<file path="config.mk">
export PLATFORM = sky130hd
export DESIGN_NAME = elevator_target_floor_dispatch_top
export DESIGN_NICKNAME = d
export VERILOG_FILES = /design/src/hdl/etfd_pkg.sv /design/src/hdl/elevator_target_floor_dispatch_top.sv /design/src/hdl/etfd_scan.sv
export SDC_FILE = /design/constraint.sdc
export NUM_CORES = 1
export LEC_CHECK = 0
export ABC_AREA = 1
export BUFFER_PORTS_ARGS = -buffer_cell sky130_fd_sc_hd__buf_2
export CAP_MARGIN = 10
export CORE_AREA = 2 2 138 140
export CTS_CLUSTER_SIZE = 24
export DETAILED_ROUTE_END_ITERATION = 16
export DIE_AREA = 0 0 140 142
export PLACE_DENSITY = 0.43
export SKIP_CTS_REPAIR_TIMING = 1
export SKIP_LAST_GASP = 1
export SLEW_MARGIN = 20
export SYNTH_ARGS = -nofsm -noshare
export SYNTH_HDL_FRONTEND = slang
export SYNTH_SLANG_ARGS = --single-unit
</file>
<file path="constraint.sdc">
create_clock -name clk -period 2.2 [get_ports clk]
set_input_delay 0.44 -clock clk [delete_from_list [all_inputs] [get_ports clk]]
set_output_delay 0.44 -clock clk [all_outputs]
set_load 0.02 [all_outputs]
</file>
<file path="src/hdl/etfd_pkg.sv">
`timescale 1ns / 1ps

package etfd_pkg;

  // request opcodes
  localparam logic [2:0] OP_CAR  = 3'd0;
  localparam logic [2:0] OP_UPC  = 3'd1;
  localparam logic [2:0] OP_DNC  = 3'd2;
  localparam logic [2:0] OP_IDLE = 3'd3;
  localparam logic [2:0] OP_MVUP = 3'd4;
  localparam logic [2:0] OP_MVDN = 3'd5;
  localparam logic [2:0] OP_HOME = 3'd6;

  // car level is floors with 8 fraction bits
  localparam int          LEVEL_W   = 12;
  localparam int          FRAC_W    = 8;
  localparam logic [7:0]  HALF      = 8'd128;
  localparam logic [7:0]  TOL_RESET = 8'd13;

  typedef struct packed {
    logic busy;
    logic done;
  } scan_stat_t;

endpackage

</file>
<file path="src/hdl/elevator_target_floor_dispatch_top.sv">
`timescale 1ns / 1ps
// sequencing: light, moving and home requests pass from EXEC to DONE and into the output reg,
//   an idle pick runs the scan between EXEC and DONE (one floor per cycle through the shared scan compare)
// throughput: one request at a time; next request taken once the previous is in the output reg
// reset: synchronous active-low rst_n clears all lights, target 0, direction up,
//   floor tolerance 13, and empties the output register

module elevator_target_floor_dispatch_top
  import etfd_pkg::*;
#(
  parameter int FLOORS = 8
) (
  input  logic        clk,
  input  logic        rst_n,
  // request channel
  input  logic        in_valid,
  output logic        in_ready,
  input  logic [2:0]  in_opcode,
  input  logic [3:0]  in_floor_number,
  input  logic        in_light_on,
  input  logic [11:0] in_car_level,
  // result channel
  output logic        out_valid,
  input  logic        out_ready,
  output logic [3:0]  out_target_floor,
  output logic        out_going_up,
  // floor tolerance register
  input  logic        cfg_we,
  input  logic [7:0]  cfg_wdata
);

  localparam int IW = $clog2(FLOORS);
  localparam int FW = $clog2(FLOORS + 1);
  localparam int CW = (FW > 5) ? FW : 5;
  localparam logic [CW-1:0] FLOORS_C = CW'(FLOORS);
  localparam logic [CW-1:0] ONE_C    = CW'(1);

  // sequencer states
  localparam logic [1:0] S_IDLE = 2'd0;
  localparam logic [1:0] S_EXEC = 2'd1;
  localparam logic [1:0] S_SCAN = 2'd2;
  localparam logic [1:0] S_DONE = 2'd3;

  logic [1:0]         state_r, state_nxt;
  // captured request
  logic [2:0]         op_r;
  logic [3:0]         fl_r;
  logic               on_r;
  logic [LEVEL_W-1:0] level_r;
  // architectural state
  logic [7:0]         tol_r;
  logic [FLOORS-1:0]  car_r, car_nxt, up_r, up_nxt, dn_r, dn_nxt;
  logic               dir_r, dir_nxt;
  logic [FW-1:0]      tgt_r, tgt_nxt;
  // output register
  logic               out_valid_r, out_valid_nxt;
  logic [3:0]         out_tgt_r, out_tgt_nxt;
  logic               out_up_r, out_up_nxt;

  // fixed point decode of the car level
  logic [CW-1:0]       ip_c, nearest_c, fl_c, tgt_c, ip1_c;
  logic [FRAC_W-1:0]   frac;
  logic [LEVEL_W:0]    level_rnd;
  logic                at_floor, fl_ok;
  logic [IW-1:0]       fl_idx, up_idx, dn_idx;

  // scan unit
  logic               scan_start;
  scan_stat_t         scan_stat;
  logic [FW-1:0]      above_cu, above_dn, below_cd, below_up;
  logic [FW-1:0]      res_up, res_dn;

  etfd_scan #(
    .FLOORS(FLOORS)
  ) u_scan (
    .clk        (clk),
    .rst_n      (rst_n),
    .start      (scan_start),
    .nearest    (nearest_c),
    .car_lights (car_r),
    .up_lights  (up_r),
    .dn_lights  (dn_r),
    .stat       (scan_stat),
    .above_cu   (above_cu),
    .above_dn   (above_dn),
    .below_cd   (below_cd),
    .below_up   (below_up)
  );

  always_comb begin
    ip_c      = CW'(level_r[LEVEL_W-1:FRAC_W]);
    ip1_c     = ip_c + ONE_C;
    frac      = level_r[FRAC_W-1:0];
    // half a floor rounds up to the next one
    level_rnd = {1'b0, level_r} + (LEVEL_W+1)'(HALF);
    nearest_c = CW'(level_rnd[LEVEL_W:FRAC_W]);
    at_floor  = frac < tol_r;
    fl_c      = CW'(fl_r);
    fl_ok     = (fl_c >= ONE_C) && (fl_c <= FLOORS_C);
    fl_idx    = IW'(fl_c - ONE_C);
    up_idx    = IW'(ip_c);
    dn_idx    = IW'(ip_c - ONE_C);
    tgt_c     = CW'(tgt_r);
    // scan outcome per direction: preferred lights first, then the opposite calls
    res_up    = (above_cu != '0) ? above_cu : above_dn;
    res_dn    = (below_cd != '0) ? below_cd : below_up;
  end

  // sequencer and state update
  always_comb begin
    state_nxt     = state_r;
    car_nxt       = car_r;
    up_nxt        = up_r;
    dn_nxt        = dn_r;
    dir_nxt       = dir_r;
    tgt_nxt       = tgt_r;
    scan_start    = 1'b0;
    out_valid_nxt = out_valid_r && !out_ready;
    out_tgt_nxt   = out_tgt_r;
    out_up_nxt    = out_up_r;
    unique case (state_r)
      S_IDLE: begin
        if (in_valid) state_nxt = S_EXEC;
      end
      S_EXEC: begin
        state_nxt = S_DONE;
        case (op_r)
          OP_CAR: begin
            if (fl_ok) car_nxt[fl_idx] = on_r;
          end
          OP_UPC: begin
            if (fl_ok) up_nxt[fl_idx] = on_r;
          end
          OP_DNC: begin
            if (fl_ok) dn_nxt[fl_idx] = on_r;
          end
          OP_IDLE: begin
            // direction forced at the end floors, then the scan runs
            if (nearest_c == ONE_C) dir_nxt = 1'b1;
            else if (nearest_c == FLOORS_C) dir_nxt = 1'b0;
            scan_start = 1'b1;
            state_nxt  = S_SCAN;
          end
          OP_MVUP: begin
            // stop at the next floor up if someone wants it; top floor keeps target
            if (!(at_floor && tgt_c == ip_c) && tgt_c != ip1_c && frac <= HALF &&
                ip1_c <= FLOORS_C &&
                (car_r[up_idx] || up_r[up_idx] || (tgt_c < ip1_c && dn_r[up_idx])))
              tgt_nxt = FW'(ip1_c);
          end
          OP_MVDN: begin
            if (at_floor && ip_c == ONE_C) begin
              tgt_nxt = FW'(1);
            end else if (tgt_c != ip_c && frac >= HALF && ip_c >= ONE_C &&
                         ip_c <= FLOORS_C &&
                         (car_r[dn_idx] || dn_r[dn_idx] || (tgt_c >= ip_c && up_r[dn_idx]))) begin
              tgt_nxt = FW'(ip_c);
            end
          end
          OP_HOME: begin
            car_nxt = '0;
            up_nxt  = '0;
            dn_nxt  = '0;
            dir_nxt = 1'b0;
          end
          default: begin
          end
        endcase
      end
      S_SCAN: begin
        if (scan_stat.done) begin
          state_nxt = S_DONE;
          // keep direction if anything lies ahead, else reverse when the other side has one
          if (dir_r) begin
            if (res_up != '0) begin
              tgt_nxt = res_up;
            end else begin
              tgt_nxt = res_dn;
              if (res_dn != '0) dir_nxt = 1'b0;
            end
          end else begin
            if (res_dn != '0) begin
              tgt_nxt = res_dn;
            end else begin
              tgt_nxt = res_up;
              if (res_up != '0) dir_nxt = 1'b1;
            end
          end
        end
      end
      S_DONE: begin
        // wait for the output register to free up
        if (!out_valid_r || out_ready) begin
          out_valid_nxt = 1'b1;
          out_tgt_nxt   = 4'(tgt_r);
          out_up_nxt    = dir_r;
          state_nxt     = S_IDLE;
        end
      end
      default: state_nxt = S_IDLE;
    endcase
  end

  always_ff @(posedge clk) begin
    if (!rst_n) begin
      state_r     <= S_IDLE;
      car_r       <= '0;
      up_r        <= '0;
      dn_r        <= '0;
      dir_r       <= 1'b1;
      tgt_r       <= '0;
      tol_r       <= TOL_RESET;
      out_valid_r <= 1'b0;
    end else begin
      state_r     <= state_nxt;
      car_r       <= car_nxt;
      up_r        <= up_nxt;
      dn_r        <= dn_nxt;
      dir_r       <= dir_nxt;
      tgt_r       <= tgt_nxt;
      out_valid_r <= out_valid_nxt;
      if (cfg_we) tol_r <= cfg_wdata;
    end
  end

  // request capture and output payload
  always_ff @(posedge clk) begin
    if (in_valid && in_ready) begin
      op_r    <= in_opcode;
      fl_r    <= in_floor_number;
      on_r    <= in_light_on;
      level_r <= in_car_level;
    end
    out_tgt_r <= out_tgt_nxt;
    out_up_r  <= out_up_nxt;
  end

  assign in_ready         = (state_r == S_IDLE);
  assign out_valid        = out_valid_r;
  assign out_target_floor = out_tgt_r;
  assign out_going_up     = out_up_r;

endmodule

</file>
<file path="src/hdl/etfd_scan.sv">
`timescale 1ns / 1ps

module etfd_scan
  import etfd_pkg::*;
#(
  parameter int FLOORS = 8
) (
  input  logic                             clk,
  input  logic                             rst_n,
  input  logic                             start,
  input  logic [((($clog2(FLOORS+1)) > 5) ? $clog2(FLOORS+1) : 5)-1:0] nearest,
  input  logic [FLOORS-1:0]                car_lights,
  input  logic [FLOORS-1:0]                up_lights,
  input  logic [FLOORS-1:0]                dn_lights,
  output scan_stat_t                       stat,
  output logic [$clog2(FLOORS+1)-1:0]      above_cu,
  output logic [$clog2(FLOORS+1)-1:0]      above_dn,
  output logic [$clog2(FLOORS+1)-1:0]      below_cd,
  output logic [$clog2(FLOORS+1)-1:0]      below_up
);

  localparam int IW = $clog2(FLOORS);
  localparam int FW = $clog2(FLOORS + 1);
  localparam int CW = (FW > 5) ? FW : 5;
  localparam logic [IW-1:0] LAST = IW'(FLOORS - 1);

  logic [IW-1:0] idx_r, idx_nxt;
  logic          busy_r, busy_nxt;
  logic          done_r, done_nxt;
  logic [FW-1:0] acu_r, acu_nxt, adn_r, adn_nxt, bcd_r, bcd_nxt, bup_r, bup_nxt;
  logic [FW-1:0] flr;
  logic [CW-1:0] flr_c;
  logic          is_above, is_below;

  // one floor per cycle through the shared compare against the nearest floor
  always_comb begin
    flr      = FW'(idx_r) + FW'(1);
    flr_c    = CW'(flr);
    is_above = flr_c > nearest;
    is_below = flr_c < nearest;
    idx_nxt  = idx_r;
    busy_nxt = busy_r;
    done_nxt = 1'b0;
    acu_nxt  = acu_r;
    adn_nxt  = adn_r;
    bcd_nxt  = bcd_r;
    bup_nxt  = bup_r;
    if (start) begin
      busy_nxt = 1'b1;
      idx_nxt  = '0;
      acu_nxt  = '0;
      adn_nxt  = '0;
      bcd_nxt  = '0;
      bup_nxt  = '0;
    end else if (busy_r) begin
      // lowest hit above, highest hit below
      if (is_above && (car_lights[idx_r] || up_lights[idx_r]) && acu_r == '0) acu_nxt = flr;
      if (is_above && dn_lights[idx_r] && adn_r == '0) adn_nxt = flr;
      if (is_below && (car_lights[idx_r] || dn_lights[idx_r])) bcd_nxt = flr;
      if (is_below && up_lights[idx_r]) bup_nxt = flr;
      if (idx_r == LAST) begin
        busy_nxt = 1'b0;
        done_nxt = 1'b1;
      end else begin
        idx_nxt = idx_r + IW'(1);
      end
    end
  end

  always_ff @(posedge clk) begin
    if (!rst_n) begin
      busy_r <= 1'b0;
      done_r <= 1'b0;
    end else begin
      busy_r <= busy_nxt;
      done_r <= done_nxt;
    end
  end

  always_ff @(posedge clk) begin
    idx_r <= idx_nxt;
    acu_r <= acu_nxt;
    adn_r <= adn_nxt;
    bcd_r <= bcd_nxt;
    bup_r <= bup_nxt;
  end

  assign stat.busy = busy_r;
  assign stat.done = done_r;
  assign above_cu  = acu_r;
  assign above_dn  = adn_r;
  assign below_cd  = bcd_r;
  assign below_up  = bup_r;

endmodule
</file>
Word level (Yosys, flattened, before mapping):

Index checks and enable logic that the tools add are counted.

* register bits after elaboration: 86
* output and inout bits: 7
* input bits: 33
* word-level logic and storage cells: 194

* reduce and logical (&&, ||, !) cells: 57
* bitwise operators: 3
* magnitude comparators: 17
* equality and inequality tests: 27
* mux-type cells: 63
* add/sub/neg operators: 6

Operator list (number)
* 8-bit one-hot mux with 2 select lines: 3
* 4-bit two-way mux: 9
* 1-bit binary-select mux with 3-bit select: 9
* 1-bit two-way mux: 27
* 8-bit bitwise mux: 3
* 8-bit two-way mux: 3
* 1-bit logical AND: 22
* 3-bit by 4-bit less-than comparator with 1-bit output, second input constant: 4
* 4-bit one-hot mux with 2 select lines: 2
* 4-bit nonzero test: 4
* 12-bit by 8-bit adder with 13-bit output, second input constant: 1
* 3-bit equality test, second input constant: 4
* 2-bit AND reduction: 6
* 3-bit AND reduction: 4
* 4-bit by 5-bit less-than comparator with 1-bit output: 2
* 2-bit inequality test, second input constant: 5
* 4-bit by 1-bit >= comparator with 1-bit output, second input constant: 2
* 8-bit >= comparator, second input constant: 1
* 4-bit less-or-equal comparator, second input constant: 2
* 8-bit less-or-equal comparator, second input constant: 1
* 4-bit logical NOT: 2
* 8-bit less-than comparator: 1
* 4-bit inequality test, second input constant: 2
* 2-bit one-hot mux with 4 select lines: 1
* other kinds (34): 53

Longest topological paths before layout:

Gate-level depths: netlist (run 1).

* depth in word-level cells: 10
* depth in mapped cells: 20
* depth with buffers taken out: 20

Cells and area by module:

Synthesis (run 1) repeated with hierarchy kept, for this count alone.

* cell total of the unflattened synthesis: 788
* area, all modules: 5472.7 sq um

Modules (own cells, without submodules)
* elevator_target_floor_dispatch_top: times used 1, cells an instance 574, seq. area each 1551.5 sq um, area an instance 4031.4 sq um
* etfd_scan: times used 1, cells an instance 214, seq. area each 420.4 sq um, area an instance 1441.4 sq um

Worst setup path after synthesis (run 1):

No wires, ideal clock.

* kind: register to register
* start: register level_r[8]
* end: register tgt_r[0]
* slack: -0.142 ns
* buffers on the path: 1
* setup time: 0.115 ns
* data required time: 2.085 ns
* period minus slack after synthesis: 2.342 ns
* cell stages (with the launch flop): 18
* arrival: 2.227 ns
* path through: edfxtp_1 -> inv_2 -> buf_6 -> ha_1 -> inv_1 -> ha_1 -> nand3_1 -> nor2_1 -> nor2_1 -> nand2_1 -> nor2_1 -> nand3_1 -> nand2_1 -> nand3_2 -> nand2_4 -> nand3_1 -> nand2_1 -> nor2_1

* word-level cells in the longest chain between the ends: 9
* elaborated cells between the ends (all ways): 48
* classes of those cells: add/sub (2); order compare (5); eq/ne (6); mux (17); reduce/logical (18)

RTL lines
* start, declared: line elevator_target_floor_dispatch_top.sv:49 `logic [LEVEL_W-1:0] level_r;`
* start signal, assigned: line elevator_target_floor_dispatch_top.sv:232 `level_r <= in_car_level;`
* parallel branches: the longest is 9 deep, another holds 4-bit by 1-bit adder with 5-bit output
* end signal, assigned: line elevator_target_floor_dispatch_top.sv:220 `tgt_r <= tgt_nxt;`
* end, declared: line elevator_target_floor_dispatch_top.sv:54 `logic [FW-1:0] tgt_r, tgt_nxt;`

Several ways; the timed one is not identified. The select of a mux whose other input is x is not followed.
A chain may end at the register's enable or synchronous reset.

Worst setup path after layout (run 1):

* start: register level_r[8]
* end: register u_scan.adn_r[3], in the netlist u_scan.above_dn[3]

* word-level cells in the longest chain between the ends: 5

RTL lines
* 12-bit by 8-bit adder with 13-bit output: line elevator_target_floor_dispatch_top.sv:95 `level_rnd = {1'b0, level_r} + (LEVEL_W+1)'(HALF);`
* 4-bit by 5-bit greater-than comparator with 1-bit output: line etfd_scan.sv:39 `is_above = flr_c > nearest;`
* 1-bit logical AND (2 in series): line etfd_scan.sv:58 `if (is_above && dn_lights[idx_r] && adn_r == '0) adn_nxt = flr;`
* 2-bit AND reduction (no line)
* end signal, assigned: line etfd_scan.sv:83 `adn_r <= adn_nxt;`
* end, declared: line etfd_scan.sv:30 `logic [FW-1:0] acu_r, acu_nxt, adn_r, adn_nxt, bcd_r, bcd_nxt, bup_r, bup_nxt;`

Every way passes these cells.

==> results of run 1 <==
==> worst max-delay path: cells and delay by family, from the launching register on <==
kind            cells  cell delay, ns
xor+xnor            1            0.16
buf+inv             1            0.14
simple gates        4            0.56
fa+ha+maj           2            0.50
flops               1            0.37
compound gates      3            0.47
==> Yosys cell counts, types with 5 or more instances <==
cell	count	area, µm²
nand2_2	10	62.6
clkbuf_1	9	33.8
nor2_1	55	206
nor3_1	5	25.0
nand3_1	52	260
edfxtp_1	25	751
a21oi_2	8	70.1
o21ai_1	9	45.0
nand2_1	182	683
a21oi_1	76	380
ha_1	32	400
inv_2	9	33.8
nand4_1	9	56.3
inv_1	88	330
dfxtp_1	61	1220
o21ai_0	34	170
==> layout make-up <==
| class | count | area [µm²] |
|---|---|---|
| Tap cell | 234 | 293 |
| Sequential cell | 86 | 1970 |
| Clock buffer | 9 | 225 |
| Fill cell | 1934 | 11900 |
| Multi-Input combinational cell | 514 | 2970 |
| Clock inverter | 7 | 88.8 |
| Inverter | 97 | 367 |
| Timing Repair Buffer | 89 | 634 |
==> metrics by stage <==
stage	area (µm²)	hold slack (ns)
2_1_floorplan	5240	0.429
6_report	6550	0.265
4_1_cts	6260	0.247
3_5_place_dp	5950	0.456
5_1_grt	6550	0.254
3_3_place_gp	5950	0.452
==> cells by family after synthesis <==
logic type	share of synthesized area
flip-flops	0.378
AND/OR/NAND/NOR	0.289
buffers and inverters	0.0916
XOR/XNOR	0.0101
adder cells (fa/ha/maj)	0.0767
AO/OA/AOI/OAI	0.154
==> flip-flops by register name, indices dropped and copies added (netlist names), 2 cells and up <==
signal / flops
car_r: 8
dn_r: 8
fl_r: 4
level_r: 12
op_r: 3
out_target_floor: 4
state_r: 2
tgt_r: 4
tol_r: 8
u_scan.above_cu: 4
u_scan.above_dn: 4
u_scan.below_cd: 4
u_scan.below_up: 4
u_scan.idx_r: 3
up_r: 8
==> how the worst max path moves through the flow <==
stage               depth (start not counted)        from            endpoint  slack [ns]
floorplan                                  20  level_r[9]            tgt_r[0]       -0.07
global placement                           17  level_r[8]            tgt_r[2]       -0.09
detailed placement                         12  level_r[8]  u_scan.below_up[0]       -0.16
CTS                                        12  level_r[8]  u_scan.below_up[0]       -0.18
global route                               17  level_r[8]            tgt_r[3]       -0.25
finish                                     11  level_r[8]  u_scan.above_dn[3]       -0.06
==> report_power, final <==
| part | leakage (nW) | internal [mW] | switching [mW] |
|---|---|---|---|
| Clock | 0.150 | 0.987 | 0.639 |
| Sequential | 0.735 | 1.99 | 0.215 |
| Combinational | 1.89 | 1.41 | 2.27 |
| Total | 2.78 | 4.39 | 3.13 |
==> routing by layer <==
layer / wire [µm] / vias to the layer above / global-route usage
met3: 597 / 18 / 0.0252
met1: 6970 / 2210 / 0.206
li1: - / 2503 / -
met4: 252 / 0 / 0.0526
met5: 0 / - / 0
met2: 6870 / 106 / 0.249
==> results, run 1 <==
- The flow ran to the end, but the final reports show violations.
- The checks that failed: design-rule violations, negative setup slack.
- The cell row count is 50.
- The worst setup path is captured at a flop.
- The highest-delay cell along the critical path is edfxtp_1.
- In this run the count of I/O pins placed on the die edge is 40.
- The area growth from synthesis to layout is 25.6%.
- The analysis attributes to cell leakage a power of 2.78 nW.
- In the final layout, the share of cells above drive strength 1 is 0.229.
- The number of antenna diodes is 0.
- The detail route stage leaves a number of antenna-violating nets equal to 0.
- The number of levels in the clock H-tree is 3.
- Data arrives at the worst endpoint at ~2.5 ns.
- The startpoint identified for the worst hold timing path is in_floor_number[0].
- Prior to clock tree synthesis, the placed netlist has a worst setup slack of -0.165 ns.
- Power spread over the standard cell area amounts to 1150 nW/µm².
- After the first detailed-routing iteration, the DRC count stood at 251.
- The most common cell after layout, fill and taps aside is nand2_1.
- The worst-margin pin slew is 0.449 ns.
- Counting every instance in the synthesized netlist gives 716.
- The mean instance size in the synthesized netlist is ~7.3 µm².
- The completed layout was analyzed and its total power is 7.52 mW.
- The initial core utilization is 0.283.
- For hold timing, the worst endpoint is fl_r[0].
- On the final layout, the worst clock skew is around 0.0093 ns.
- The part of the cycle the worst path needs is 1.03.
- For the worst flop-to-flop path, the logic depth is 11.
- Clock-pin slew was measured on the worst setup and hold paths at 0.07 ns.
- The reg-to-reg endpoint is u_scan.above_dn[3].
- The hold violation total from the final report is 0.
- The final number of max-transition violations is 0.
- At the end of routability-driven placement, the weighted congestion stood at 0.921.
- The fraction of the core area covered by cells at the end of the flow is 0.355.
- The kind of critical path is flop to flop.
- Setup violations remaining at the end of the flow were counted as 11.
- During synthesis, Yosys emitted a total of 0 warnings.
- Of all flip-flops after synthesis, the portion carrying an async set or reset was 0.
- Setup repair after global routing could not meet its margin everywhere.
- The HPWL reported at the end of detailed placement is between 10000 and 15000 µm.
- In the synthesized netlist the dominant register cell turns out to be dfxtp_1.
- The area of the core is 18500 µm².
- Static timing analysis puts the maximum clock frequency at 442 MHz.
- After detailed routing, the number of remaining DRC violations is 1.
- The die boundary width is around 140 µm.
- The remaining global-route overflow is 0.
- The number of cells on the worst hold path is 1.
- The worst register-to-register path has a setup slack of -0.06 ns.
- The final route contains between 4000 and 5000 vias.
- Counting every net in the synthesized netlist gives 781.
- The library cell appearing most often on the critical path is o21ai_4.
- Including well taps, the total number of placed cells is 1013.
- CTS saw 86 sinks.
- The number of nets in the layout is 862.
- Adding up every negative setup slack in the final design gives -0.389 ns.
- The register area share after synthesis is 0.378.
- The floorplan step defined a die boundary enclosing 19900 µm².
- The count of non-filler cells in the finished layout is 1036.
- In the layout the commonest cells are nand2_1 (179), inv_1 (86), a21oi_1 (71).
- The clock period minus final worst setup slack is about 2.3 ns.
- The routed length per instance is 14.2 µm.
- The initial antenna violation count is 0.
- Clock tree synthesis inserted a total of 9 buffers.
- The signal on the critical path passes through buf_6, ha_4, nand3_4, xor2_2, ha_1, nand4_4, o21ai_4, o21ai_4, nor4_4, nand2_1, a21oi_2.
- The cell area after technology mapping is 5220 µm².
- The CTS tree is yes.
- The peak supply drop is around 0.43 mV.
- The length of the first detailed-routing pass in iterations is 12.
- Counting flops with a built-in enable in the synthesized netlist gives 25.
- The routed design has 14700 µm of wire.
- Using the TritonRoute via totals, the vias-per-cell ratio works out to around 4.7.
- For the worst setup path, the data required time is roughly 2.5 ns.
- The global-route wire length before repair is 23800 µm.
- For this run, the total global-route usage over all layers was measured as 0.153.
- For the worst-skew pair, the clock arrives at the later sink with an insertion delay of 0.34 ns.
- The tool flagged a number of max-cap violations equal to 0.
- The startpoint class of the critical path is a flop.
- Setup slack on the critical path of the routed design comes to -0.0626 ns.
- The maximum number of buffers from clock root to sink is 2.
- The maximum number of pins on one net before global-route repair is 27.
- The worst slew slack as a fraction of its limit is 0.700.
- In this design, the stage delay of the slowest critical-path cell is 0.37 ns.
- The clock root buffer master is clkbuf_16.
- The worst hold path belongs to the class primary input to flop.
- Counting distinct cell types in the post-synthesis netlist gives 42.
- The number of synthesized register bits is 86.
- In this run the critical register-to-register path is launched from level_r[8].
- The maximum fanout encountered on the critical timing path is 5.
- The number of buffers inserted by port buffering is 39.
- The die span in y is 142 µm.
- The via count of the first global-routing pass is 4615.
Note: power is estimated with default switching activity, not from simulation.
==> run 2, diff against run 1 <==
--- a/config.mk
+++ b/config.mk
@@ -14,7 +14,6 @@
 export DIE_AREA = 0 0 140 142
 export PLACE_DENSITY = 0.43
 export SKIP_CTS_REPAIR_TIMING = 1
-export SKIP_LAST_GASP = 1
 export SLEW_MARGIN = 20
 export SYNTH_ARGS = -nofsm -noshare
 export SYNTH_HDL_FRONTEND = slang
==> constraint.sdc (replaced) <==
create_clock -name clk -period 2.2 [get_ports clk]
set_input_delay 0.33 -clock clk [delete_from_list [all_inputs] [get_ports clk]]
set_output_delay 0.33 -clock clk [all_outputs]
set_load 0.02 [all_outputs]
==> run 2 against run 1 <==
Compared with the run above: the flow finishes with violations (negative setup slack); first-iteration DRC count decreased by 0.40%; via count grew 0.25%; global-route usage did not move; flip-flop and latch count unchanged; utilization increased by 0.054 points; non-clock buffer count unchanged; combinational power hardly changed; critical path type unchanged; largest cell class unchanged; highest routed layer unchanged.
==> results, run 2 (same netlist as run 1, synthesis figures left out) <==
- The flow ran to the end, but the final reports show violations.
- The final reports fail on negative setup slack.
- Clock latency on the worst-skew pair, taken at its later pin, is around 0.34 ns.
- Of the total power, combinational logic draws 0.492.
- The first detailed-routing pass took 6 iterations.
- The mean number of vias per cell is about 4.7.
- The number of nets in the layout is between 800 and 900.
- In the finished design, the share of the clock period the worst path needs comes to 1.03.
- The reg-to-reg endpoint is u_scan.above_dn[3].
- The number of max-cap violations is 0.
- The final setup violation count is 11.
- For this block, the routed nets add up to between 10000 and 15000 µm of wire.
- Setup repair after global routing could not meet its margin everywhere.
- The worst pin sits at a relative slew slack of 0.700.
- The worst path required time is 2.48 ns.
- The number of flip-flops under the largest register name is 12.
- The portion of total power attributed to the clock network is 0.215.
- The worst hold path terminates at fl_r[2].
- The maximum number of buffers from clock root to sink is 2.
- Counting stages on the worst path, the most repeated cell is o21ai_4.
- In this run, CTS created clock tree buffers numbering 9.
- Counting buffers and inverters, the worst setup path is 11 cells deep.
- The static power due to leakage is 2.78 nW.
- Of all nets on the critical path, the largest fanout is 5.
- Routability-driven placement finished with a final weighted congestion of 0.921.
- Leaving out fill and tap cells, the most frequent cells in the layout are nand2_1 (179), inv_1 (86), a21oi_1 (71).
- In this run the count of I/O pins placed on the die edge is 40.
- The share of cells above drive strength 1 is 0.232.
- TritonCTS built the clock tree.
- Entering global routing, the biggest net connects 27 pins.
- The number of cells on the worst reg-to-reg path is 11.
- Power spread over the standard cell area amounts to 1150 nW/µm².
- Across all hold checks on the routed design, the worst slack comes to between 0.15 and 0.2 ns.
- Counting both buffers and inverters, the worst setup path holds a total of 1.
- After clock tree synthesis, the clock-pin slew on the worst setup and hold paths is 0.06 ns.
- The total overflow left after global routing is 0.
- The analysis attributes to net switching a power of roughly 3.1 mW.
- STA classifies the critical path endpoint as a flop.
- The region available for standard cell placement spans 18500 µm².
- The beginning of the critical path is level_r[8].
- The highest-delay cell along the critical path is edfxtp_1.
- The number of sinks on the clock net is 86.
- The most common cell after layout, fill and taps aside is nand2_1.
- The fraction of the core area covered by cells at the end of the flow is 0.356.
- The via count of the first global-routing pass came to ~4600.
- The worst hold path belongs to the class primary input to flop.
- The initial antenna violation count is 0.
- The hold violation total from the final report is 0.
- Once routing completed, OpenROAD measured the worst setup slack at -0.0678 ns.
- The DRC marker count from the first detailed-route iteration is 250.
- The share of total power consumed by net switching is 0.417.
- The delay contributed by the slowest stage of the critical path is 0.37 ns.
- The worst hold path begins at in_floor_number[2].
- The die is approximately 140 µm wide.
- The routed layout has 4849 vias.
- The die span in y is approximately 140 µm.
- In this run the tool buffered the top-level ports with 39 buffer cells.
- The total track usage is 0.153.
- Walking the worst path, the cells encountered are buf_6, ha_4, nand3_4, xor2_2, ha_1, nand4_4, o21ai_4, o21ai_4, nor4_4, nand2_1, a21oi_2.
- The post-layout total power is 7.53 mW.
- The tree is rooted in a clkbuf_16.
- The fraction of power consumed by sequential logic is 0.293.
- The number of cells on the worst hold path is 1.
- The worst register-to-register path begins at level_r[8].
- The count of nets left with antenna violations after detail routing is 0.
- The detailed-route DRC error count is 0.
- The HPWL reported at the end of detailed placement is 11500 µm.
- In the final routed layout, each cell accounts on average for 14.2 µm.
- Ranked by flip-flop count, first place goes to level_r.
- The final number of max-transition violations is 0.
- The initial core utilization is 0.283.
- The die covers 19900 µm².
- The clock period minus final worst setup slack is 2.27 ns.
- The number of antenna diodes is 0.
- Data on the critical path arrives at its endpoint at 2.55 ns.
- STA classifies the critical path startpoint as a flop.
- The peak supply drop is 0.433 mV.
- The worst-margin pin slew is 0.449 ns.
- The cell row count is 50.
- Prior to clock tree synthesis, the placed netlist has a worst setup slack of -0.165 ns.
- Derived from the worst setup path, the maximum achievable clock frequency is 441 MHz.
- The H-tree was split into 3 levels.
- The internal reg-to-reg setup slack is -0.07 ns.
- The global-route wire length before repair is 23800 µm.
- The family with the most delay on the worst path is simple AND/OR/NAND/NOR gates.
- The worst clock skew is around 0.0066 ns.
- From synthesis to final layout, the design area changed by 25.8%.
- The critical path is of the flop to flop type.
- The internal power of the cells totals about 4.4 mW.
run 2: cell counts in the layout (fill, tap and decap cells not counted):
No cell type changed its count.
run 2: through the flow:
step	std cells	setup TNS, ns	area [µm²]
3_3_place_gp	1013	-1.37	5950
4_1_cts	1029	-2.89	6260
3_5_place_dp	1013	-2.37	5950
6_report	1036	-0.350	6560
2_1_floorplan	716	-0.260	5240
5_1_grt	1036	-3.05	6560
run 2: how the worst max path moves through the flow:
| stage | to | slack (ns) |
|---|---|---|
| global placement | tgt_r[2] | -0.09 |
| CTS | u_scan.below_up[0] | -0.18 |
| global route | tgt_r[3] | -0.23 |
| finish | u_scan.above_dn[3] | -0.07 |
| floorplan | tgt_r[0] | -0.07 |
| detailed placement | u_scan.below_up[0] | -0.16 |
run 2: worst register-to-register path, cell delays in order, from the launching register on:
cell and delay (ns):
edfxtp_1 0.37, buf_6 0.15, ha_4 0.15, nand3_4 0.08, xor2_2 0.16, ha_1 0.36
nand4_4 0.13, o21ai_4 0.23, o21ai_4 0.11, nor4_4 0.24, nand2_1 0.11, a21oi_2 0.13
run 2: layout make-up:
| class | count | area, µm² |
|---|---|---|
| repair buffers | 89 | 634 |
| clock buffers | 9 | 225 |
| well taps | 234 | 293 |
| clock inverters | 7 | 88.8 |
| multi-input cells | 514 | 2980 |
| flip-flops and latches | 86 | 1970 |
| inverters | 97 | 367 |
| fillers | 1933 | 11900 |
run 2: power by group through the flow:
stage	sequential, mW	combinational (mW)	clock [mW]
after detailed placement	2.24	3.36	0
after global routing	2.25	4.16	1.73
after global placement	2.24	3.32	0
after floorplan	2.22	2.28	0
after CTS	2.20	3.38	1.68
final	2.21	3.70	1.62
run 2: layer usage:
layer	vias up	track usage	wire length [µm]
met5	-	0	0
met4	0	0.0526	245
met3	15	0.0252	573
met2	97	0.249	6920
met1	2232	0.206	6960
li1	2505	-	-
